<file path="src/hdl/h2r_pkg.sv">
// Package with the shared types and constants of the HSL to RGB converter.
`default_nettype none

package h2r_pkg;

    localparam int CHAN_W = 8;
    localparam int SPAN_W = 16;

    // Reciprocal of 255 for any 16-bit dividend: q = (y * 0x8081) >> 23.
    localparam logic [SPAN_W-1:0] DIV255_MAGIC = 16'h8081;
    localparam int DIV255_SHIFT = 23;

    typedef struct packed {
        logic [SPAN_W-1:0] v1;
        logic [SPAN_W-1:0] diff;
    } h2r_span_t;

endpackage

`default_nettype wire

</file>
<file path="src/hdl/h2r_prep.sv">
// First pipeline stage: the v1 / v2 span and the three shifted hue positions.
`default_nettype none

module h2r_prep #(
    parameter int HUE_BITS = 12
) (
    input  wire logic                       clk,
    input  wire logic [HUE_BITS-1:0]        hue,
    input  wire logic [h2r_pkg::CHAN_W-1:0] saturation,
    input  wire logic [h2r_pkg::CHAN_W-1:0] lightness,
    output h2r_pkg::h2r_span_t              span,
    output logic [HUE_BITS+1:0]             t_red,
    output logic [HUE_BITS+1:0]             t_green,
    output logic [HUE_BITS+1:0]             t_blue
);

    localparam int TW = HUE_BITS + 3;
    localparam logic [TW-1:0] ONE  = TW'(1) << HUE_BITS;
    localparam logic [TW-1:0] TURN = ONE + ONE + ONE;

    h2r_pkg::h2r_span_t  span_reg;
    h2r_pkg::h2r_span_t  span_next;
    logic [HUE_BITS+1:0] t_red_reg;
    logic [HUE_BITS+1:0] t_red_next;
    logic [HUE_BITS+1:0] t_green_reg;
    logic [HUE_BITS+1:0] t_green_next;
    logic [HUE_BITS+1:0] t_blue_reg;
    logic [HUE_BITS+1:0] t_blue_next;

    logic [15:0] ls;
    logic [16:0] l255;
    logic [16:0] s255;
    logic [16:0] l510;
    logic [16:0] v2_wide;
    logic [16:0] v1_wide;
    logic [TW-1:0] t3;
    logic [TW-1:0] t_plus1;
    logic [TW-1:0] t_plus2;

    always_comb
    begin
        ls   = 16'(lightness) * 16'(saturation);
        l255 = {1'b0, lightness, 8'd0} - 17'(lightness);
        s255 = {1'b0, saturation, 8'd0} - 17'(saturation);
        l510 = {lightness, 9'd0} - {8'd0, lightness, 1'b0};
        if (!lightness[7])
        begin
            v2_wide = l255 + 17'(ls);
        end
        else
        begin
            v2_wide = l255 + s255 - 17'(ls);
        end
        v1_wide = l510 - v2_wide;
        span_next.v1   = v1_wide[15:0];
        span_next.diff = 16'(v2_wide - v1_wide);

        t3      = TW'(hue) + TW'(hue) + TW'(hue);
        t_plus1 = t3 + ONE;
        t_plus2 = t3 + ONE + ONE;
        if (t_plus1 >= TURN)
        begin
            t_plus1 = t_plus1 - TURN;
        end
        if (t_plus2 >= TURN)
        begin
            t_plus2 = t_plus2 - TURN;
        end
        t_green_next = t3[HUE_BITS+1:0];
        t_red_next   = t_plus1[HUE_BITS+1:0];
        t_blue_next  = t_plus2[HUE_BITS+1:0];
    end

    always_ff @(posedge clk)
    begin
        span_reg    <= span_next;
        t_red_reg   <= t_red_next;
        t_green_reg <= t_green_next;
        t_blue_reg  <= t_blue_next;
    end

    assign span    = span_reg;
    assign t_red   = t_red_reg;
    assign t_green = t_green_reg;
    assign t_blue  = t_blue_reg;

endmodule

`default_nettype wire

</file>
<file path="src/hdl/h2r_ramp.sv">
// Hue ramp of one channel: ramp weight, scaled blend of v1 and v2, and division by 255.
`default_nettype none

module h2r_ramp #(
    parameter int HUE_BITS = 12
) (
    input  wire logic                        clk,
    input  wire logic [HUE_BITS+1:0]         t,
    input  wire h2r_pkg::h2r_span_t          span,
    output logic [h2r_pkg::CHAN_W-1:0]       chan
);

    localparam int TW = HUE_BITS + 3;
    localparam int PW = HUE_BITS + 17;
    localparam logic [TW-1:0] ONE   = TW'(1) << HUE_BITS;
    localparam logic [TW-1:0] THREE = ONE + ONE + ONE;
    localparam logic [TW-1:0] FOUR  = ONE + ONE + ONE + ONE;

    logic [HUE_BITS:0] x_reg;
    logic [HUE_BITS:0] x_next;
    logic [h2r_pkg::SPAN_W-1:0] y_reg;
    logic [h2r_pkg::SPAN_W-1:0] y_next;
    logic [h2r_pkg::CHAN_W-1:0] chan_reg;
    logic [h2r_pkg::CHAN_W-1:0] chan_next;

    logic [TW-1:0] t2;
    logic [TW-1:0] fall;
    logic [PW-1:0] prod;
    logic [16:0]   sum;
    logic [31:0]   quot;

    always_comb
    begin
        t2   = {t, 1'b0};
        fall = FOUR - t2;
        if (t2 < ONE)
        begin
            x_next = t2[HUE_BITS:0];
        end
        else if (t2 < THREE)
        begin
            x_next = ONE[HUE_BITS:0];
        end
        else if (t2 < FOUR)
        begin
            x_next = fall[HUE_BITS:0];
        end
        else
        begin
            x_next = '0;
        end

        prod   = PW'(span.diff) * PW'(x_reg);
        sum    = 17'(span.v1) + prod[PW-1:HUE_BITS];
        y_next = sum[15:0];

        quot      = 32'(y_reg) * 32'(h2r_pkg::DIV255_MAGIC);
        chan_next = quot[h2r_pkg::DIV255_SHIFT+h2r_pkg::CHAN_W-1:h2r_pkg::DIV255_SHIFT];
    end

    always_ff @(posedge clk)
    begin
        x_reg    <= x_next;
        y_reg    <= y_next;
        chan_reg <= chan_next;
    end

    assign chan = chan_reg;

endmodule

`default_nettype wire

</file>
<file path="src/hdl/hsl_to_rgb_converter_core.sv">
// Top level of the pipelined HSL to RGB converter.
//
//  Channel  | Handshake          | Payload
//  ---------+--------------------+-----------------------------------------
//  request  | start, busy        | hue, saturation, lightness
//  result   | done (strobe)      | red, green, blue, packed_color
//
// One request is taken in every cycle; busy is always low.
// Each result is registered in order after its request: one stage for the span
// and hue offsets, then the ramp weight, the multiply, and the divide by 255.
// Reset clears only the valid bits of the pipeline.
// The receiver cannot stall, so the pipeline never holds.
`default_nettype none

module hsl_to_rgb_converter_core #(
    parameter int HUE_BITS = 12
) (
    input  wire logic                clk,
    input  wire logic                rst_n,
    input  wire logic                start,
    output logic                     busy,
    input  wire logic [HUE_BITS-1:0] hue,
    input  wire logic [7:0]          saturation,
    input  wire logic [7:0]          lightness,
    output logic                     done,
    output logic [7:0]               red,
    output logic [7:0]               green,
    output logic [7:0]               blue,
    output logic [23:0]              packed_color
);

    localparam int DEPTH = 4;

    logic [DEPTH-1:0] valid_reg;
    logic [DEPTH-1:0] valid_next;

    h2r_pkg::h2r_span_t  span_s1;
    h2r_pkg::h2r_span_t  span_s2_reg;
    logic [HUE_BITS+1:0] t_red;
    logic [HUE_BITS+1:0] t_green;
    logic [HUE_BITS+1:0] t_blue;

    assign busy = 1'b0;

    always_comb
    begin
        valid_next = {valid_reg[DEPTH-2:0], start};
    end

    always_ff @(posedge clk or negedge rst_n)
    begin
        if (!rst_n)
        begin
            valid_reg <= '0;
        end
        else
        begin
            valid_reg <= valid_next;
        end
    end

    h2r_prep #(
        .HUE_BITS(HUE_BITS)
    ) u_prep (
        .clk(clk),
        .hue(hue),
        .saturation(saturation),
        .lightness(lightness),
        .span(span_s1),
        .t_red(t_red),
        .t_green(t_green),
        .t_blue(t_blue)
    );

    always_ff @(posedge clk)
    begin
        span_s2_reg <= span_s1;
    end

    h2r_ramp #(
        .HUE_BITS(HUE_BITS)
    ) u_ramp_red (
        .clk(clk),
        .t(t_red),
        .span(span_s2_reg),
        .chan(red)
    );

    h2r_ramp #(
        .HUE_BITS(HUE_BITS)
    ) u_ramp_green (
        .clk(clk),
        .t(t_green),
        .span(span_s2_reg),
        .chan(green)
    );

    h2r_ramp #(
        .HUE_BITS(HUE_BITS)
    ) u_ramp_blue (
        .clk(clk),
        .t(t_blue),
        .span(span_s2_reg),
        .chan(blue)
    );

    assign done         = valid_reg[DEPTH-1];
    assign packed_color = {red, green, blue};

    a_done_follows_start: assert property (
        @(posedge clk) disable iff (!rst_n)
        done |-> $past(start, DEPTH)
    ) else $error("Result strobe without a matching request.");

    a_gray_is_lightness: assert property (
        @(posedge clk) disable iff (!rst_n)
        (start && saturation == 8'd0) |-> ##4
            (done && red == $past(lightness, DEPTH) && green == $past(lightness, DEPTH)
             && blue == $past(lightness, DEPTH))
    ) else $error("Zero saturation did not give lightness on every channel.");

    a_start_reaches_done: assert property (
        @(posedge clk) disable iff (!rst_n)
        start |-> ##4 done
    ) else $error("Accepted request produced no result.");

endmodule

`default_nettype wire

</file>
<file path="config.mk">
export PLATFORM = sky130hd
export DESIGN_NAME = hsl_to_rgb_converter_core
export DESIGN_NICKNAME = d
export VERILOG_FILES = /design/src/hdl/h2r_pkg.sv /design/src/hdl/h2r_prep.sv /design/src/hdl/h2r_ramp.sv /design/src/hdl/hsl_to_rgb_converter_core.sv
export SDC_FILE = /design/constraint.sdc
export NUM_CORES = 2
export LEC_CHECK = 0
export ABC_AREA = 1
export BUFFER_PORTS_ARGS = -buffer_cell sky130_fd_sc_hd__buf_2
export CAP_MARGIN = 20
export CELL_PAD_IN_SITES_DETAIL_PLACEMENT = 1
export CELL_PAD_IN_SITES_GLOBAL_PLACEMENT = 1
export CORE_MARGIN = 2
export CORE_UTILIZATION = 45
export CTS_CLUSTER_SIZE = 12
export DETAILED_ROUTE_END_ITERATION = 10
export PLACE_DENSITY_LB_ADDON = 0.05
export REMOVE_ABC_BUFFERS = 1
export SKIP_CTS_REPAIR_TIMING = 1
export SYNTH_ARGS = -nofsm -noshare
export SYNTH_HDL_FRONTEND = slang
export SYNTH_SLANG_ARGS = --single-unit
</file>
<file path="constraint.sdc">
create_clock -name clk -period 15.9 [get_ports clk]
set_input_delay 0.795 -clock clk [delete_from_list [all_inputs] [get_ports clk]]
set_output_delay 0.795 -clock clk [all_outputs]
set_load 0.01 [all_outputs]
</file>
==> metrics <==
status completed; Top FF cell, synth dfxtp_1; register area share after synthesis 11.2%; DRC Markers 0; largest net degree at the start of global routing 37; DR pass1 iterations 5; MaxCap Viol Count 0; starting density of the core 45.4%; CTS buffer count 17; Max-slew headroom 43.8%; XOR/XNOR share of the synthesized area 4.83%; distinct cell type count of the synthesized netlist 62; Routed Antenna Nets 0; initial antenna violation count 3; Syn. warnings 0; area of the multi-input gates 0.0262 mm²; routability cong. 0.855; Row Count 101; Sequential Area 0.00384 mm²; mux contribution to synthesized area 0.0291%; Setup Skew 18.0 ps; Crit Path Class primary input to flip-flop; Slowest-stage cell, CP fa_1; dpl hpwl 77.2 mm; Total GRT Usage 24.6%; Worst-Margin Slew 842 ps; die area 0.0787 mm²; Worst R2R Start span_s2_reg[11]$_DFF_P_; CTS tree yes; Hold Fails Final Rpt 0; max frequency 116 MHz; flop-to-flop setup slack 8260 ps; worst min-delay path class primary input to async pin; Simple-Gate Fraction of Synth Area 14.8%; cell repeated most along the worst path inv_1; CP max stage delay 510 ps; crit end category flip-flop; crit path max fanout 24; io pins 81; Synth area leaders fa_1, ha_1, dfxtp_1, inv_1, nand2_1; Synth Area in Compound Gates 8.06%; detailed-route wire length per cell 17.5 µm; Clock Sinks 191; fillcell total 9360; Seq cells post-synth 191; CTS max path bufs 2; routed vias/inst 5.08; grt ovf 0; Post-synth EDFFs 0; worst-skew pair later-pin latency 500 ps; vias 27.0k; pre-CTS WS 6730 ps; final setup vio count 0; FF-to-FF End u_ramp_blue.y_reg[15]$_DFF_P_; PortBufs 79; final setup TNS 0 ps; DRT iter0 DRCs 1009; period utilization 54.2%; total number of H-tree levels 4; clock root cell clkbuf_16; Reg2Reg Depth 22; Cells after Synth 4338; Final Critical Period 8610 ps; die width 281 µm; Routed WL 93.1 mm; syn_area_per_cell 7.93 µm²; area leader, netlist fa_1; clock transition at the registers of the reported paths 80 ps; vias in the first global route 28.9k; NumNets Final 5404; # diodes 0; Worst EP required 16310 ps; Synth Area in Adders 48.2%; synthesized cell area 0.0344 mm²; Core ar. 0.0758 mm²; CP arrival 9020 ps; Worst setup SP type primary input; area grow syn2layout 5.15%; share of layout cells above drive strength 1 3.90%; RSZ-0062 raised after global routing no; ys async rst share 2.09%; worst setup margin 7290 ps; largest family of logic cells by synthesized area adder cells; first-pass GRT wire length 152 mm; Synth top area share 26.9%; Slew Limit Fails 0; Die Y 281 µm
layout by cell type, fill, tap and decap left out, drive strengths merged, types with 5 or more instances in the layout:
cell type     n
inv        1009
nand4        29
o21a          9
xnor2        52
a211oi        6
a21oi       240
a21o         17
a31oi        21
nor4          5
buf          95
dfxtp       187
nand2       989
o31ai         8
or2           5
nand3        80
clkinv        7
nor2        131
o21ai       112
xor2        133
fa          462
clkbuf       18
o21bai       18
nor3         31
ha          586
o22ai        31
conb         25
critical path, delay by kind of cell:
kind | cells | cell delay (ps)
and+or+nand+nor | 13 | 1660
adders and majority gates | 11 | 4340
AOI/OAI and AO/OA | 4 | 610
buffers and inverters | 11 | 1120
xor gates and xnor gates | 3 | 470
logic make-up after synthesis:
group | count (synthesis)
compound gates | 483
buf+inv | 1152
other cells | 2
flops | 191
mux | 1
fa+ha+maj | 1048
simple gates | 1275
xor+xnor | 186
how the worst max path moves through the flow:
stage                   from                 endpoint  slack [ps]  cells after the start
5_1_grt         lightness[2]  u_prep.span[15]$_DFF_P_        6650                     46
2_1_floorplan  saturation[2]  u_prep.span[15]$_DFF_P_        7910                     43
3_5_place_dp    lightness[7]  u_prep.span[15]$_DFF_P_        6730                     42
3_3_place_gp    lightness[7]  u_prep.span[15]$_DFF_P_        6980                     42
6_report        lightness[7]  u_prep.span[15]$_DFF_P_        7290                     42
4_1_cts         lightness[7]  u_prep.span[15]$_DFF_P_        7250                     42
cell type report:
class	instances	share of cell area (%)
Timing Repair Buffer	95	1.42
Sequential cell	191	10.6
Tap cell	978	3.38
Clock buffer	18	1.21
Clock inverter	14	0.498
Inverter	1002	10.4
Multi-Input combinational cell	3018	72.4
metal layers:
| metal | wire (µm) | up-vias | GRT usage, % | part of all wire, % |
|---|---|---|---|---|
| met3 | 2070 | 66 | 2.15 | 2.2 |
| met4 | 1570 | 0 | 4.92 | 1.7 |
| met5 | 0 | - | 0 | 0 |
| met1 | 42700 | 13400 | 32.2 | 46 |
| li1 | - | 13200 | - | - |
| met2 | 46800 | 253 | 44.0 | 50 |
cells in the mapped netlist, types with 6 or more instances:
cell type and number:
nand3_1 75, o21ai_0 90, o31ai_1 8, fa_1 462, nor3_1 30, o21a_1 9
clkbuf_1 120, a211oi_1 6, a21oi_1 231, o21bai_1 17, dfxtp_1 187, nand2_1 987
o22ai_1 31, nand4_1 28, a21oi_2 9, xnor2_1 52, a21o_1 17, xor2_1 132
ha_1 586, o21ai_1 16, a31oi_1 21, buf_4 26, nor2_1 128, inv_1 997
per-stage QoR:
step                std cells  hold slack (ps)  instance area (µm²)  util (%)
finish                   5316             82.5                36200      47.7
floorplan                4211              310                33800         -
CTS                      5316             54.5                36200      47.7
detailed placement       5284              314                35600      46.9
global placement         5284              310                35600      46.9
global route             5316             54.4                36200      47.7
Power is not shown: default switching activity piles up to over one toggle a cycle in this logic, so the estimate is an artifact.
